`src/rtl/core/pwtc_pkg.sv`:
```
// Package for the pulse-width time-code decoder.
// Holds the phase, command and symbol codes, pulse windows and the result struct.
// No dependencies.
package pwtc_pkg;

  // Widths fixed by the item fields.
  localparam int unsigned ElapsedW = 16;
  localparam int unsigned SymbolW  = 3;
  localparam int unsigned PosW     = 5;
  localparam int unsigned PhaseW   = 2;

  // Phase codes of the decode machine.
  localparam logic [PhaseW-1:0] PH_WAIT_FALL = 2'd0;
  localparam logic [PhaseW-1:0] PH_LOW_PULSE = 2'd1;
  localparam logic [PhaseW-1:0] PH_HIGH_GAP  = 2'd2;

  // Command codes on the func field.
  localparam logic FUNC_EDGE = 1'b0;
  localparam logic FUNC_ARM  = 1'b1;

  // Frame marker symbol.
  localparam logic [SymbolW-1:0] SYM_MARKER = 3'd4;

  // Pulse windows in ticks; both bounds are exclusive.
  localparam logic [ElapsedW-1:0] WIN0_LO = 16'd3250;
  localparam logic [ElapsedW-1:0] WIN0_HI = 16'd3290;
  localparam logic [ElapsedW-1:0] WIN1_LO = 16'd6530;
  localparam logic [ElapsedW-1:0] WIN1_HI = 16'd6580;
  localparam logic [ElapsedW-1:0] WIN2_LO = 16'd9810;
  localparam logic [ElapsedW-1:0] WIN2_HI = 16'd9850;
  localparam logic [ElapsedW-1:0] WIN3_LO = 16'd13080;
  localparam logic [ElapsedW-1:0] WIN3_HI = 16'd13130;

  // A high gap longer than this is a frame marker.
  localparam logic [ElapsedW-1:0] GAP_MARK_TICKS = 16'd32768;

  // One decoded result, passed from the decode logic to the output register.
  typedef struct packed {
    logic                valid;
    logic [SymbolW-1:0]  symbol;
    logic [PosW-1:0]     position;
    logic                frame_done;
    logic [PosW-1:0]     marker_position;
  } result_t;

endpackage

```
`src/rtl/core/pwtc_classify.sv`:
```
// Pulse and gap classifier for the time-code decoder.
// Compares a tick count against the four pulse windows and the marker threshold.
// Depends on pwtc_pkg.
module pwtc_classify (
  input  logic [pwtc_pkg::ElapsedW-1:0] elapsed_i,
  output logic                          hit_o,
  output logic [1:0]                    class_o,
  output logic                          gap_mark_o
);

  logic in_win0;
  logic in_win1;
  logic in_win2;
  logic in_win3;

  // Window compares, all bounds exclusive.
  assign in_win0 = (elapsed_i > pwtc_pkg::WIN0_LO) && (elapsed_i < pwtc_pkg::WIN0_HI);
  assign in_win1 = (elapsed_i > pwtc_pkg::WIN1_LO) && (elapsed_i < pwtc_pkg::WIN1_HI);
  assign in_win2 = (elapsed_i > pwtc_pkg::WIN2_LO) && (elapsed_i < pwtc_pkg::WIN2_HI);
  assign in_win3 = (elapsed_i > pwtc_pkg::WIN3_LO) && (elapsed_i < pwtc_pkg::WIN3_HI);

  // The windows do not overlap, so a plain priority encode is enough.
  always_comb begin
    hit_o   = 1'b1;
    class_o = 2'd0;
    if (in_win0) begin
      class_o = 2'd0;
    end else if (in_win1) begin
      class_o = 2'd1;
    end else if (in_win2) begin
      class_o = 2'd2;
    end else if (in_win3) begin
      class_o = 2'd3;
    end else begin
      hit_o = 1'b0;
    end
  end

  // A gap strictly longer than the marker threshold marks the frame.
  assign gap_mark_o = elapsed_i > pwtc_pkg::GAP_MARK_TICKS;

endmodule

```
`src/rtl/core/pwtc_fsm.sv`:
```
// Decode state machine of the time-code decoder.
// Holds phase, symbol count, marker index and arm flag; builds one result per event.
// Depends on pwtc_pkg and pwtc_classify.
module pwtc_fsm #(
  parameter int unsigned FRAME_LEN = 21
) (
  input  logic                          clk_i,
  input  logic                          rst_ni,
  input  logic                          fire_i,
  input  logic                          func_i,
  input  logic                          level_i,
  input  logic [pwtc_pkg::ElapsedW-1:0] elapsed_i,
  output pwtc_pkg::result_t             result_o
);

  localparam logic [pwtc_pkg::PosW-1:0] FrameLast = pwtc_pkg::PosW'(FRAME_LEN - 1);

  logic [pwtc_pkg::PhaseW-1:0]  phase_q, phase_d;
  logic [pwtc_pkg::PosW-1:0]    count_q, count_d;
  logic [pwtc_pkg::PosW-1:0]    marker_q, marker_d;
  logic                         armed_q, armed_d;

  logic                         hit;
  logic [1:0]                   pulse_class;
  logic                         gap_mark;
  logic                         emit;
  logic [pwtc_pkg::SymbolW-1:0] emit_sym;
  logic                         last;

  pwtc_classify u_classify (
    .elapsed_i  (elapsed_i),
    .hit_o      (hit),
    .class_o    (pulse_class),
    .gap_mark_o (gap_mark)
  );

  assign last = (count_q == FrameLast);

  // Next-state and result logic for one transaction.
  always_comb begin
    phase_d  = phase_q;
    count_d  = count_q;
    marker_d = marker_q;
    armed_d  = armed_q;
    emit     = 1'b0;
    emit_sym = pwtc_pkg::SYM_MARKER;

    if (fire_i) begin
      if (func_i == pwtc_pkg::FUNC_ARM) begin
        armed_d = 1'b1;
      end else if (armed_q) begin
        case (phase_q)
          pwtc_pkg::PH_WAIT_FALL: begin
            if (!level_i) begin
              phase_d = pwtc_pkg::PH_LOW_PULSE;
            end
          end
          pwtc_pkg::PH_LOW_PULSE: begin
            if (level_i) begin
              phase_d  = pwtc_pkg::PH_HIGH_GAP;
              emit     = hit;
              emit_sym = {1'b0, pulse_class};
            end
          end
          pwtc_pkg::PH_HIGH_GAP: begin
            if (!level_i) begin
              phase_d = pwtc_pkg::PH_LOW_PULSE;
              if (gap_mark) begin
                marker_d = count_q;
                emit     = 1'b1;
                emit_sym = pwtc_pkg::SYM_MARKER;
              end
            end
          end
          default: begin
            phase_d = phase_q;
          end
        endcase

        // A stored symbol advances the count and may close the frame.
        if (emit) begin
          if (last) begin
            count_d = '0;
            phase_d = pwtc_pkg::PH_WAIT_FALL;
            armed_d = 1'b0;
          end else begin
            count_d = count_q + 1'b1;
          end
        end
      end
    end
  end

  // Result fields; the marker position reflects a marker stored by this event.
  always_comb begin
    result_o.valid           = emit;
    result_o.symbol          = emit_sym;
    result_o.position        = count_q;
    result_o.frame_done      = last;
    result_o.marker_position = marker_d;
  end

  // State registers.
  always_ff @(posedge clk_i or negedge rst_ni) begin
    if (!rst_ni) begin
      phase_q  <= pwtc_pkg::PH_WAIT_FALL;
      count_q  <= '0;
      marker_q <= '0;
      armed_q  <= 1'b0;
    end else begin
      phase_q  <= phase_d;
      count_q  <= count_d;
      marker_q <= marker_d;
      armed_q  <= armed_d;
    end
  end

endmodule

```
`src/rtl/core/pulse_width_time_code_decoder_core.sv`:
```
// Top level of the pulse-width time-code decoder.
// Holds the input register and output register around pwtc_fsm.
// Depends on pwtc_pkg and pwtc_fsm.
//
// Usage:
// Each input transaction is either an edge event (func 0) with the line level
// after the edge and the tick count since the previous edge, or an arm command
// (func 1). Edge events are ignored until the decoder is armed. Each decoded
// pulse or frame marker leaves as one output transaction carrying the symbol,
// its position in the frame, a frame-done flag and the latest marker position.
// Events that decode to nothing produce no output transaction. After the last
// symbol of a frame the decoder disarms and waits for the next arm command.
//
// An accepted transaction is registered in the input register and decoded from
// there; its result is loaded into the output register when the decode stage
// moves on, and out_valid_o rises with it. One transaction can be accepted
// every cycle while the receiver does not stall; the rate is set by the single
// decode stage between the input register and the output register.
// Reset clears the phase, symbol count, marker index and arm flag, and empties
// both registers. When the receiver stalls, the output register holds its
// result, one more transaction waits in the input register, and in_ready_o drops.
module pulse_width_time_code_decoder_core #(
  parameter int unsigned FRAME_LEN = 21
) (
  input  logic                          clk_i,
  input  logic                          rst_ni,
  input  logic                          in_valid_i,
  output logic                          in_ready_o,
  input  logic                          func_i,
  input  logic                          level_i,
  input  logic [pwtc_pkg::ElapsedW-1:0] elapsed_i,
  output logic                          out_valid_o,
  input  logic                          out_ready_i,
  output logic [pwtc_pkg::SymbolW-1:0]  symbol_o,
  output logic [pwtc_pkg::PosW-1:0]     position_o,
  output logic                          frame_done_o,
  output logic [pwtc_pkg::PosW-1:0]     marker_position_o
);

  logic                          in_valid_q;
  logic                          func_q;
  logic                          level_q;
  logic [pwtc_pkg::ElapsedW-1:0] elapsed_q;
  logic                          advance;
  logic                          in_fire;
  pwtc_pkg::result_t             result;
  pwtc_pkg::result_t             out_q;
  logic                          out_valid_q;

  // The decode stage moves on whenever the output register is free or being taken.
  assign advance    = !out_valid_q || out_ready_i;
  assign in_ready_o = !in_valid_q || advance;
  assign in_fire    = in_valid_i && in_ready_o;

  // Input register control.
  always_ff @(posedge clk_i or negedge rst_ni) begin
    if (!rst_ni) begin
      in_valid_q <= 1'b0;
    end else if (in_ready_o) begin
      in_valid_q <= in_valid_i;
    end
  end

  // Input register payload.
  always_ff @(posedge clk_i) begin
    if (in_fire) begin
      func_q    <= func_i;
      level_q   <= level_i;
      elapsed_q <= elapsed_i;
    end
  end

  pwtc_fsm #(
    .FRAME_LEN (FRAME_LEN)
  ) u_fsm (
    .clk_i     (clk_i),
    .rst_ni    (rst_ni),
    .fire_i    (in_valid_q && advance),
    .func_i    (func_q),
    .level_i   (level_q),
    .elapsed_i (elapsed_q),
    .result_o  (result)
  );

  // Output register control.
  always_ff @(posedge clk_i or negedge rst_ni) begin
    if (!rst_ni) begin
      out_valid_q <= 1'b0;
    end else if (advance) begin
      out_valid_q <= in_valid_q && result.valid;
    end
  end

  // Output register payload.
  always_ff @(posedge clk_i) begin
    if (advance && in_valid_q && result.valid) begin
      out_q <= result;
    end
  end

  assign out_valid_o       = out_valid_q;
  assign symbol_o          = out_q.symbol;
  assign position_o        = out_q.position;
  assign frame_done_o      = out_q.frame_done;
  assign marker_position_o = out_q.marker_position;

endmodule

```
`config.mk`:
```
export PLATFORM = sky130hd
export DESIGN_NAME = pulse_width_time_code_decoder_core
export DESIGN_NICKNAME = d
export VERILOG_FILES = /design/src/rtl/core/pwtc_pkg.sv /design/src/rtl/core/pwtc_classify.sv /design/src/rtl/core/pwtc_fsm.sv /design/src/rtl/core/pulse_width_time_code_decoder_core.sv
export SDC_FILE = /design/constraint.sdc
export NUM_CORES = 1
export LEC_CHECK = 0
export BUFFER_PORTS_ARGS = -buffer_cell sky130_fd_sc_hd__buf_2
export CAP_MARGIN = 5
export CORE_MARGIN = 1.5
export CORE_UTILIZATION = 45
export CTS_BUF_LIST = sky130_fd_sc_hd__clkbuf_4 sky130_fd_sc_hd__clkbuf_8 sky130_fd_sc_hd__clkbuf_16
export DETAILED_ROUTE_END_ITERATION = 10
export GPL_ROUTABILITY_DRIVEN = 0
export PLACE_DENSITY = 0.64
export SLEW_MARGIN = 5
export SYNTH_ARGS = -nofsm -noshare
export SYNTH_HDL_FRONTEND = slang
export SYNTH_HIERARCHICAL = 1
export SYNTH_SLANG_ARGS = --single-unit
```
`constraint.sdc`:
```
create_clock -name clk_i -period 3.6 [get_ports clk_i]
set_clock_uncertainty 0.1 [all_clocks]
set_input_delay 0.36 -clock clk_i [delete_from_list [all_inputs] [get_ports clk_i]]
set_output_delay 0.36 -clock clk_i [all_outputs]
set_load 0.05 [all_outputs]
```
## Yosys cells after proc, flatten, opt, wreduce, memory -nomap -nowiden

Cells that the tools add are included.

- Register bits after elaboration: 47
- Input port bits: 22
- Word-level logic and storage cells: 87

- Add/sub/neg operators: 1
- Order comparisons: 9
- Equality and inequality tests: 3
- Mux-type cells: 35
- Bitwise logic cells: 5
- Reduce and logical (&&, ||, !) cells: 19

Operators with widths:

| kind | count |
|---|---|
| 5-bit two-way mux | 7 |
| 16-bit by 14-bit > comparator with 1-bit output (second input constant) | 2 |
| 16-bit by 14-bit less-than comparator with 1-bit output (second input constant) | 2 |
| 1-bit two-way mux | 17 |
| 16-bit by 12-bit > comparator with 1-bit output (second input constant) | 1 |
| 16-bit by 13-bit > comparator with 1-bit output (second input constant) | 1 |
| 16-bit > comparator (second input constant) | 1 |
| 16-bit by 12-bit less-than comparator with 1-bit output (second input constant) | 1 |
| 16-bit by 13-bit less-than comparator with 1-bit output (second input constant) | 1 |
| 2-bit two-way mux | 8 |
| 1-bit logical AND | 8 |
| 7-bit OR reduction | 1 |
| 6-bit OR reduction | 1 |
| 5-bit by 1-bit adder with 5-bit output (second input constant) | 1 |
| 5-bit == test (second input constant) | 1 |
| 1-bit inverter | 5 |
| 2-bit one-hot mux with 2 select lines | 1 |
| 4-bit AND reduction | 1 |
| 4-bit OR reduction | 1 |
| 3-bit two-way mux | 1 |
| 3-bit AND reduction | 1 |
| 2-bit by 1-bit == test with 1-bit output (second input constant) | 1 |
| 2-bit == test (second input constant) | 1 |
| 1-bit logical NOT | 2 |
| other kinds (4) | 5 |

## Logic depth before layout (Yosys ltp)

Gate-level depths: netlist (run 1).

- Depth after elaboration: 15
- Depth in mapped cells: 9
- Gate-level depth less buffers: 8

## Hierarchy

Netlist (run 1), hierarchy kept.

Modules (own cells, without submodules):

| module | times used | cells each | area an instance (um^2) |
|---|---|---|---|
| pulse_width_time_code_decoder_core | 1 | 42 | 1072.3 |
| pwtc_fsm | 1 | 75 | 858.3 |
| pwtc_classify | 1 | 37 | 251.5 |

## Least setup slack after synthesis (run 1)

Ideal clock, no wire load.

- Path type: register to register
- Start: register elapsed_q[14] (netlist bit)
- End: register out_q (netlist bit frame_done_o), enable pin
- Setup time: 0.386 ns
- Arrival time: 2.711 ns
- Setup slack: 0.403 ns
- Cell stages (with the launch flop): 10
- Path buffers: 1
- Period minus slack after synthesis: 3.197 ns
- Cell sequence: edfxtp_1 -> nor4_4 -> nand4_1 -> or4_1 -> nand4_1 -> nand3_4 -> a21oi_4 -> buf_4 -> nand2_1 -> nor2b_1

- Word-level cells in the longest chain between the ends: 15

Ends and longest elaborated chain:

| element | RTL line | RTL |
|---|---|---|
| start, declared | pulse_width_time_code_decoder_core.sv:43 | `logic [pwtc_pkg::ElapsedW-1:0] elapsed_q;` |
| start signal, assigned | pulse_width_time_code_decoder_core.sv:69 | `elapsed_q <= elapsed_i;` |
| 16-bit by 14-bit > comparator with 1-bit output / 16-bit by 14-bit less-than comparator with 1-bit output (equally long branches) | pwtc_classify.sv:20 | `assign in_win3 = (elapsed_i > pwtc_pkg::WIN3_LO) && (elapsed_i < pwtc_pkg::WIN3_HI);` |
| 1-bit logical AND | pwtc_classify.sv:20 |  |
| 1-bit two-way mux | pwtc_classify.sv:32 | `end else if (in_win3) begin` |
| 1-bit two-way mux | pwtc_classify.sv:30 | `end else if (in_win2) begin` |
| 1-bit two-way mux | pwtc_classify.sv:28 | `end else if (in_win1) begin` |
| 1-bit two-way mux (*) | pwtc_classify.sv:26 | `if (in_win0) begin` |
| named net u_fsm.hit | pwtc_fsm.sv:23 | `logic hit;` |
| 1-bit two-way mux (*) | pwtc_fsm.sv:59 | `if (level_i) begin` |
| 1-bit one-hot mux with 2 select lines (*) | pwtc_fsm.sv:52 | `case (phase_q)` |
| 1-bit two-way mux (*) | pwtc_fsm.sv:51 | `end else if (armed_q) begin` |
| 1-bit two-way mux (*) | pwtc_fsm.sv:49 | `if (func_i == pwtc_pkg::FUNC_ARM) begin` |
| 1-bit two-way mux (*) | pwtc_fsm.sv:48 | `if (fire_i) begin` |
| 1-bit two-way mux (*) | pwtc_fsm.sv:51 |  |
| 1-bit two-way mux (*) | pwtc_fsm.sv:49 |  |
| 1-bit two-way mux (*) | pwtc_fsm.sv:48 |  |
| named net u_fsm.emit | pwtc_fsm.sv:26 | `logic emit;` |
| 1-bit logical AND (*) | pulse_width_time_code_decoder_core.sv:96 | `if (advance && in_valid_q && result.valid) begin` |
| end signal, assigned | pulse_width_time_code_decoder_core.sv:97 | `out_q <= result;` |
| end, declared | pulse_width_time_code_decoder_core.sv:47 | `pwtc_pkg::result_t out_q;` |

The timed path passes the listed nets; every way through them passes the cells marked *. The select of a mux whose other input is x is not followed.
A chain may end at the register's enable or synchronous reset.

==> results of run 1 <==
## critical path: cells and delay by family, from the launching register on
| family | cells | cell delay (ns) |
|---|---|---|
| AND/OR/NAND/NOR | 7 | 1.51 |
| flip-flops | 1 | 0.45 |
| buffers and inverters | 1 | 0.23 |
| AO/OA/AOI/OAI | 1 | 0.27 |
## final timing paths
path                                    from                end  slack, ns  depth (start not counted)
max                            elapsed_q[14]        symbol_o[0]       0.74                          9
min                             elapsed_i[2]       elapsed_q[2]       0.14                          1
max reg2reg                    elapsed_q[14]        symbol_o[0]       0.74                          9
min reg2reg                u_fsm/marker_q[1]  u_fsm/marker_q[1]       0.40                          1
max in group asynchronous             rst_ni   u_fsm/phase_q[0]       2.75                          2
min in group asynchronous             rst_ni      u_fsm/armed_q       0.39                          2
## synthesized netlist by cell type, types with 2 or more instances
cell type	count
buf_4	2
nand3_1	2
nor4_1	3
a22o_1	2
nand3b_4	2
o2111ai_1	3
a211oi_1	2
inv_1	8
dfrtp_1	15
nand4b_1	3
nand2_1	9
o211ai_1	5
nand3b_1	2
mux2_2	7
nor3_1	3
or3_1	2
nor2_1	9
and2_1	3
edfxtp_1	32
or4_1	2
nand4bb_1	2
nand4_1	2
nand2b_1	3
ha_1	6
## layout by cell type (no fill, tap or decap), types with 5 or more instances in the layout
cell type	n
nor2_1	9
o211ai_1	5
dfrtp_1	15
nand2_1	9
buf_2	37
mux2_2	7
edfxtp_1	32
ha_1	6
clkbuf_8	5
inv_1	8
## layer usage
metal | share of wire | vias up | track usage
met3 | 0.057 | 15 | 0.0470
met5 | 0 | - | 0
met4 | 0.024 | 0 | 0.0629
met1 | 0.42 | 717 | 0.201
met2 | 0.50 | 73 | 0.294
li1 | - | 686 | -
## timing repair
action | CTS | global route
gates resized for setup | 0 | 0
hold endpoints to repair | 15 | 0
setup endpoints to repair | 0 | 0
setup buffers | 0 | 0
hold buffers | 1 | 0
## registers in the layout, indices dropped and copies added (netlist names), 2 cells and up
register,cells
elapsed_q,16
symbol_o,3
marker_position_o,5
u_fsm/phase_q,2
u_fsm/marker_q,5
u_fsm/count_q,5
position_o,5
## power by group
| group | internal [µW] | switching [µW] | total (µW) |
|---|---|---|---|
| clock | 207 | 173 | 380 |
| combinational | 93.0 | 131 | 224 |
| sequential | 629 | 49.5 | 678 |
## kinds of logic (layout without fill, tap and decap cells)
kind of cell / after synthesis / in the layout / share of synthesized area
AOI/OAI and AO/OA: 26 / 26 / 0.108
adders and majority gates: 6 / 6 / 0.0344
buffers and inverters: 11 / 55 / 0.0229
DFF: 47 / 47 / 0.612
muxes: 8 / 8 / 0.0413
and+or+nand+nor: 56 / 56 / 0.181
## final cells by class
| type | count | area, µm² | share of cell area |
|---|---|---|---|
| clock buffer | 5 | 68.8 | 0.0270 |
| timing repair buffer | 39 | 203 | 0.0796 |
| multi-input combinational | 96 | 796 | 0.313 |
| sequential | 47 | 1340 | 0.525 |
| inverter | 8 | 30.0 | 0.0118 |
| tap | 54 | 67.6 | 0.0265 |
| clock inverter | 3 | 43.8 | 0.0172 |
## per-stage QoR
stage               utilization  std cells  hold WS (ns)
global route              0.542        252         0.117
CTS                       0.542        252         0.128
floorplan                     -        154       -0.0356
global placement          0.516        243         0.180
detailed placement        0.516        243         0.194
finish                    0.542        252         0.137
==> implementation parameters, run 1 <==
Parameter                              Value

Global route
  Initial antenna violation count    0
  GRT Resource Usage Total    0.169
  Wire length of the first global-routing pass    6.87 mm
  Maximum number of pins on one net before global-route repair    19
  Vias in the first global route    1483
  Residual overflow from global routing    0

Routing
  Mean number of vias per cell    5.92
  Antenna Violating Nets Remaining    0
  Routed wirelength normalized by instance count    15.6 µm
  Number of DRC markers after the initial detailed-route iteration    between 90 and 100
  Total routed wirelength    3.93 mm
  Number of design rule violations left after detail routing    0
  Vias    1491
  First-pass iteration count of the detailed router    7

STA
  Setup Viol. Count Final    0
  Remaining max-slew budget at the tightest pin    0.691
  Setup total negative slack    0 ns
  Slew at the pin closest to its max-slew limit    0.462 ns
  Setup repair after global routing missed its margin    no
  Setup WS post-layout    approximately 0.74 ns
  Fmax    349 MHz
  Part of the cycle the worst path needs    0.795
  Final-report max-slew violation count    0
  Shortest clock period the worst path allows after layout    2.86 ns
  Final Hold Fails    0

Placed design
  Post-place instance area    0.00242 mm²
  Half-perimeter wire length of the detailed placement result    2.85 mm
  Worst Setup Slack post-DPL    0.750 ns
  IO buf count    37

CTS
  Clock Latency Late Sink    about 0.29 ns
  CTS max path bufs    2
  CTS clock-pin slew for the worst setup and hold paths    0.09 ns
  CTS Buf Count    5
  Clock tree from TritonCTS    built
  Maximum level of the CTS H-tree    2
  Clock Sink Count    47
  Clock tree root driver cell    clkbuf_8

Yosys
  Post-synthesis register bit count    47
  Count of distinct cell types in the synthesized netlist    around 50
  Net Count, Synth    about 180
  Summed instance area of the synthesized netlist    0.00218 mm²
  Yosys synthesis warning count    6
  Proportion of synthesized chip area in sequential cells    0.612
  Top-area cell type share of the netlist area    0.440
  Leading post-synthesis cells by cell area    edfxtp_1, dfrtp_1, mux2_2
  Number of flops mapped to enable cells by yosys    32
  Cell accounting for the most synthesized area    edfxtp_1
  Average instance area after synthesis    14.2 µm²
  Proportion of synthesized flip-flops having asynchronous set or reset    0.319
  Number of instances in the synthesized netlist    154
  Prevailing post-synth register cell    edfxtp_1

Run status
  Outcome    finished, final reports clean

Power
  Power density over cell area    approximately 500 mW/mm²
  Leakage power    0.00101 µW
  Worst vdd ir    0.216 mV
  Total power draw    1280 µW

Critical path
  Endpoint required time on the critical path    3.50 ns
  CP arrival    2.76 ns
  Kind of start point of the critical path    register
  Most prevalent standard cell on the critical path    nand4_1
  Worst stage delay on the critical path    between 0.5 and 0.6 ns
  Ordered list of cells on the worst path    nor4_4 > nand4_1 > or4_1 > nand4_1 > nand3_4 > a21oi_4 > nand2_1 > nor2b_1 > buf_4
  Setup CP Type    register to register
  Slowest CP cell    or4_1
  Worst-path fanout max    14
  Endpoint kind of the worst setup timing path    register

Floorplan
  I/O pins    38
  DIE HEIGHT    72.6 µm
  Core ar.    0.00469 mm²
  Number of rows in the core area    25
  Starting density of the core    0.465
  Die width    72.6 µm
  Die footprint    0.00528 mm²

Final layout
  Net count, final    225
  Total of fill cells in the finished design    400
  Antenna Diode Count    0
  Final std cell area, no fill    0.00254 mm²
  Area growth from synthesis to final layout    16.6%
  Ratio of cells with drive above 1 in the final layout    0.308

Hold path
  Classification of the worst-slack hold path    input pin to register

Job
  Reported max-cap violation count    0
Note: power is estimated with default switching activity, not from simulation.
==> inputs of run 2 (changes only) <==
- clock period: 3.6 -> 2.95 ns (I/O delays scaled with it)
==> run 2 against run 1 <==
Effect of this change: first-iteration DRC count fell by 5.1%; global-route usage shrank 0.53 points; register-to-register slack lost 0.50 ns; die area did not move; sequential share of layout area increased by 0.052 points; combinational power grew 20%; clock power about the same; highest routed layer unchanged.
==> implementation parameters, run 2 (synthesis results as in run 1) <==
Parameter                              Value

Global route
  Residual overflow from global routing    0 (unchanged)
  GRT Resource Usage Total    0.164 (-0.00528)
  Initial antenna violation count    0 (unchanged)
  Maximum number of pins on one net before global-route repair    19 (unchanged)
  Vias in the first global route    1440 (-2.9%)
  Wire length of the first global-routing pass    6.64 mm (-3.3%)

CTS
  Clock tree from TritonCTS    built
  CTS Buf Count    5 (unchanged)
  CTS clock-pin slew for the worst setup and hold paths    0.09 ns (about the same)
  Setup bufs post-CTS    0 (unchanged)
  Number of buffers inserted by hold repair at cts    1 (unchanged)
  Clock Latency Late Sink    0.30 ns (about the same)
  Maximum level of the CTS H-tree    2 (unchanged)
  Clock Sink Count    47 (unchanged)
  Number of resized instances in the post-cts repair step    0 (unchanged)
  Clock tree root driver cell    clkbuf_8
  CTS max path bufs    2 (unchanged)

Critical path
  Critical path buffers and inverters    1 (unchanged)
  Start of the worst register-to-register path    elapsed_q[14]
  Ordered list of cells on the worst path    nor4_4 > nand4_1 > or4_1 > nand4_1 > nand3_4 > a21oi_4 > nand2_1 > nor2b_2 > buf_12
  Endpoint kind of the worst setup timing path    register
  Endpoint required time on the critical path    2.87 ns (-0.63 ns)
  Worst-path fanout max    14 (unchanged)
  Slowest CP cell    or4_1
  Kind of start point of the critical path    register
  Reg-to-reg critical path endpoint    symbol_o[1]
  Family with the most delay on the worst path    simple AND/OR/NAND/NOR gates
  Worst stage delay on the critical path    0.55 ns (about the same)
  Setup CP Type    register to register
  CP arrival    2.63 ns (-0.13 ns)
  Number of cell instances on the worst register-to-register path    9 (unchanged)
  Slack of the worst reg-to-reg path    0.24 ns (-0.50 ns)
  Most prevalent standard cell on the critical path    nand4_1

Final layout
  Area growth from synthesis to final layout    16.5% (about the same)
  Net count, final    226 (+0.44%)
  Ratio of cells with drive above 1 in the final layout    0.317 (+0.00850)
  Antenna Diode Count    0 (unchanged)
  Number of standard cells in the final layout excluding fillers    253 (+0.40%)
  Commonest non-fill, non-tap cells in the layout    buf_2, edfxtp_1, dfrtp_1
  Max FFs per register    16 (unchanged)
  Total of fill cells in the finished design    398 (-0.50%)
  Largest register by flop count    elapsed_q
  Commonest non-fill, non-tap cell in the layout    buf_2

Routing
  Total routed wirelength    3.94 mm (about the same)
  Number of design rule violations left after detail routing    0 (unchanged)
  Routed wirelength normalized by instance count    15.6 µm (-0.34%)
  Mean number of vias per cell    5.75 (-2.9%)
  First-pass iteration count of the detailed router    4 (-3)
  Number of DRC markers after the initial detailed-route iteration    93 (-5.1%)
  Antenna Violating Nets Remaining    0 (unchanged)
  Vias    1454 (-2.5%)

Hold path
  End of the worst hold path    elapsed_q[12]
  Count of cells along the worst hold path    1 (unchanged)
  Classification of the worst-slack hold path    input pin to register
  Hold_sp    elapsed_i[12]

Placed design
  IO buf count    37 (unchanged)
  Half-perimeter wire length of the detailed placement result    2.93 mm (+3.1%)
  Number of cells in the design after placement    244 (+0.41%)

STA
  Setup repair after global routing missed its margin    no
  Part of the cycle the worst path needs    0.919 (+0.124)
  Final Hold Fails    0 (unchanged)
  Slew at the pin closest to its max-slew limit    0.481 ns (+0.0193 ns)
  Remaining max-slew budget at the tightest pin    0.678 (-0.0129)
  Setup total negative slack    0 ns (unchanged)
  Shortest clock period the worst path allows after layout    2.71 ns (-0.150 ns)
  Fmax    369 MHz (+5.5%)
  Final-report max-slew violation count    0 (unchanged)
  Setup Viol. Count Final    0 (unchanged)
  Hold WS    0.0707 ns (-0.0661 ns)

Floorplan
  Die footprint    0.00528 mm² (unchanged)
  Die width    72.6 µm (unchanged)
  DIE HEIGHT    72.6 µm (unchanged)
  Number of rows in the core area    25 (unchanged)
  I/O pins    38 (unchanged)
  Core ar.    0.00469 mm² (unchanged)
  Starting density of the core    0.465 (unchanged)

Power
  Worst vdd ir    0.297 mV (+38%)
  Total power draw    1480 µW (+15%)
  Leakage power    0.00101 µW (about the same)
  Power density over cell area    581 mW/mm² (+15%)

Run status
  Outcome    finished, final reports clean

Job
  Reported max-cap violation count    0 (unchanged)
## run 2: changes by cell type in the layout (fill, tap and decap cells not counted)
cell / delta
buf_12: +1
bufinv_16: -1
clkinv_2: +1
clkinv_4: -1
inv_6: +1
nor2b_1: -1
nor2b_2: +1
## run 2: layout make-up
type	count	area (µm²)	share of cell area
sequential	47	1340	0.526
multi-input combinational	96	798	0.314
timing repair buffer	40	223	0.0876
clock buffer	5	68.8	0.0271
tap	54	67.6	0.0266
inverter	8	30.0	0.0118
clock inverter	3	18.8	0.00738
## run 2: report_power, final
part / leakage [µW] / internal (µW) / switching (µW)
clock network: 0.0000483 / 167 / 215
logic: 0.000482 / 114 / 155
registers: 0.000483 / 767 / 58.0
## run 2: metal layers
metal	vias to the layer above	global-route usage	wire length [µm]
li1	691	-	-
met1	692	0.186	1620
met2	62	0.294	2070
met3	9	0.0373	172
met4	0	0.0734	74
met5	-	0	0
## run 2: how the worst max path moves through the flow
stage,from,endpoint,slack (ns),cells past startpoint
finish,elapsed_q[14],symbol_o[1],0.24,9
detailed placement,elapsed_q[14],symbol_o[2],0.22,9
floorplan,elapsed_q[14],frame_done_o,0.0005,9
global placement,elapsed_q[14],symbol_o[2],0.28,9
CTS,elapsed_q[14],symbol_o[2],0.22,9
global route,elapsed_q[14],symbol_o[2],0.05,9
## run 2: per-stage QoR
stage | util | setup WS, ns | area [µm²]
after global placement | 0.521 | 0.276 | 2440
final | 0.542 | 0.238 | 2540
after global routing | 0.542 | 0.0470 | 2540
after detailed placement | 0.521 | 0.217 | 2440
after CTS | 0.542 | 0.217 | 2540
after floorplan | - | 0.000538 | 2180
==> inputs of run 3 (changes only) <==
- BUFFER_PORTS_ARGS: -buffer_cell sky130_fd_sc_hd__buf_2 -> -buffer_cell sky130_fd_sc_hd__buf_4
- CORE_MARGIN: 1.5 -> not set
==> run 3 against run 2 <==
Effect of this change: sequential power hardly changed; critical path depth unchanged; register-to-register slack got worse by 0.02 ns; via count shrank 1.0%.
==> implementation parameters, run 3 (synthesis results as in run 1) <==
Parameter                              Value

STA
  Shortest clock period the worst path allows after layout    2.73 ns (+0.0179 ns)
  Final Hold Fails    0 (unchanged)
  Slew at the pin closest to its max-slew limit    0.489 ns (+0.00837 ns)
  Setup total negative slack    0 ns (unchanged)
  Part of the cycle the worst path needs    0.925 (+0.00606)
  Final-report max-slew violation count    0 (unchanged)
  Setup Viol. Count Final    0 (unchanged)
  Hold WS    0.0680 ns (-0.00271 ns)
  Fmax    366 MHz (-0.65%)
  Remaining max-slew budget at the tightest pin    0.673 (-0.00560)
  Setup repair after global routing missed its margin    no

Routing
  Mean number of vias per cell    5.73 (-0.24%)
  Total routed wirelength    3.98 mm (+1.1%)
  Antenna Violating Nets Remaining    0 (unchanged)
  Number of DRC markers after the initial detailed-route iteration    107 (+15%)
  Routed wirelength normalized by instance count    15.9 µm (+1.9%)
  Vias    1439 (-1.0%)
  Number of design rule violations left after detail routing    0 (unchanged)
  First-pass iteration count of the detailed router    5 (+1)

CTS
  Maximum level of the CTS H-tree    2 (unchanged)
  CTS Buf Count    5 (unchanged)
  Setup bufs post-CTS    0 (unchanged)
  CTS max path bufs    2 (unchanged)
  CTS clock-pin slew for the worst setup and hold paths    0.09 ns (about the same)
  Clock Sink Count    47 (unchanged)
  Clock tree root driver cell    clkbuf_8
  Clock Latency Late Sink    0.30 ns (about the same)
  Clock tree from TritonCTS    built

Floorplan
  Die footprint    0.00513 mm² (-2.7%)
  Number of rows in the core area    24 (-4.0%)
  I/O pins    38 (unchanged)
  Core ar.    0.00450 mm² (-4.0%)
  Starting density of the core    0.484 (+0.0194)
  Die width    71.6 µm (-1.4%)
  DIE HEIGHT    71.6 µm (-1.4%)

Final layout
  Max FFs per register    16 (unchanged)
  Commonest non-fill, non-tap cells in the layout    buf_4, edfxtp_1, dfrtp_1
  Ratio of cells with drive above 1 in the final layout    0.317 (unchanged)
  Area growth from synthesis to final layout    21.8%
  Share of the core filled with cells in the final layout    0.590 (+0.0484)
  Commonest non-fill, non-tap cell in the layout    buf_4
  Largest register by flop count    elapsed_q
  Net count, final    226 (unchanged)
  Antenna Diode Count    0 (unchanged)
  Number of standard cells in the final layout excluding fillers    251 (-0.79%)

Critical path
  Worst setup path endpoint    symbol_o[1]
  Launch point of the critical path    elapsed_q[14]
  Start of the worst register-to-register path    elapsed_q[14]
  Worst-path fanout max    14 (unchanged)
  Endpoint required time on the critical path    2.86 ns (about the same)
  CP arrival    2.64 ns (about the same)
  Endpoint kind of the worst setup timing path    register
  Reg-to-reg critical path endpoint    symbol_o[1]
  Slack of the worst reg-to-reg path    0.22 ns (-0.02 ns)
  Setup CP Type    register to register
  Number of cell instances on the worst register-to-register path    9 (unchanged)
  Kind of start point of the critical path    register

Global route
  Residual overflow from global routing    0 (unchanged)
  Maximum number of pins on one net before global-route repair    19 (unchanged)
  Wire length of the first global-routing pass    6.51 mm (-2.0%)
  Initial antenna violation count    0 (unchanged)
  Vias in the first global route    1395 (-3.1%)
  GRT Resource Usage Total    0.167 (+0.00277)

Placed design
  Half-perimeter wire length of the detailed placement result    2.92 mm (-0.40%)
  IO buf count    37 (unchanged)
  Number of cells in the design after placement    242 (-0.82%)

Run status
  Outcome    finished, final reports clean

Job
  Reported max-cap violation count    0 (unchanged)

Power
  Leakage power    0.00106 µW (+4.5%)
  Worst vdd ir    0.478 mV (+61%)
  Total power draw    1590 µW (+7.4%)
  Power density over cell area    597 mW/mm² (+2.7%)

Hold path
  Classification of the worst-slack hold path    input pin to register
==> run 3: changes by cell type in the layout (fill, tap and decap cells not counted), sizes merged <==
cell	previous run	this run
clkbuf	5	7
clkinv	2	0
bufinv	0	1
inv	9	8
==> run 3: worst min path at each step <==
stage	slack [ns]	from	cells after the start	to
2_1_floorplan	-0.10	rst_ni	0	in_valid_q
3_3_place_gp	0.06	rst_ni	1	out_valid_o
3_5_place_dp	0.07	rst_ni	1	in_valid_q
4_1_cts	0.06	func_i	1	func_q
5_1_grt	0.05	level_i	1	level_q
6_report	0.07	func_i	1	func_q
==> run 3: layer usage <==
layer,vias up,part of all wire,track usage
li1,683,-,-
met3,5,0.057,0.0534
met5,-,0,0
met1,696,0.47,0.223
met4,0,0.012,0.0458
met2,55,0.46,0.263
==> run 3: per-stage QoR <==
step | setup WS, ns | area, µm²
detailed placement | 0.202 | 2530
CTS | 0.181 | 2660
global route | 0.0291 | 2660
finish | 0.220 | 2660
floorplan | 0.000538 | 2180
global placement | 0.277 | 2530
==> run 3: area by class of cell <==
type | count | area (µm²)
Clock buffer | 7 | 83.8
Fill cell | 372 | 1850
Clock inverter | 1 | 30.0
Timing Repair Buffer | 40 | 315
Multi-Input combinational cell | 96 | 798
Inverter | 8 | 30.0
Tap cell | 52 | 65.1
Sequential cell | 47 | 1340
==> run 3: repair_timing <==
item                                   CTS  global route
endpoints found under the hold margin   15             0
gates resized for setup                  0             0
hold buffers                             1             0
setup endpoints to repair                0             1
==> run 3: worst max-delay path, stage by stage, from the launching register on <==
cell and delay [ns]:
edfxtp_1 0.45, nor4_4 0.31, nand4_1 0.11, or4_1 0.56, nand4_1 0.18, nand3_4 0.14
a21oi_4 0.18, nand2_1 0.09, nor2b_2 0.16, buf_12 0.16
==> run 3: where the power goes <==
group | internal [µW] | total, µW | switching [µW]
sequential | 767 | 826 | 58.2
clock | 272 | 477 | 205
combinational | 125 | 284 | 159
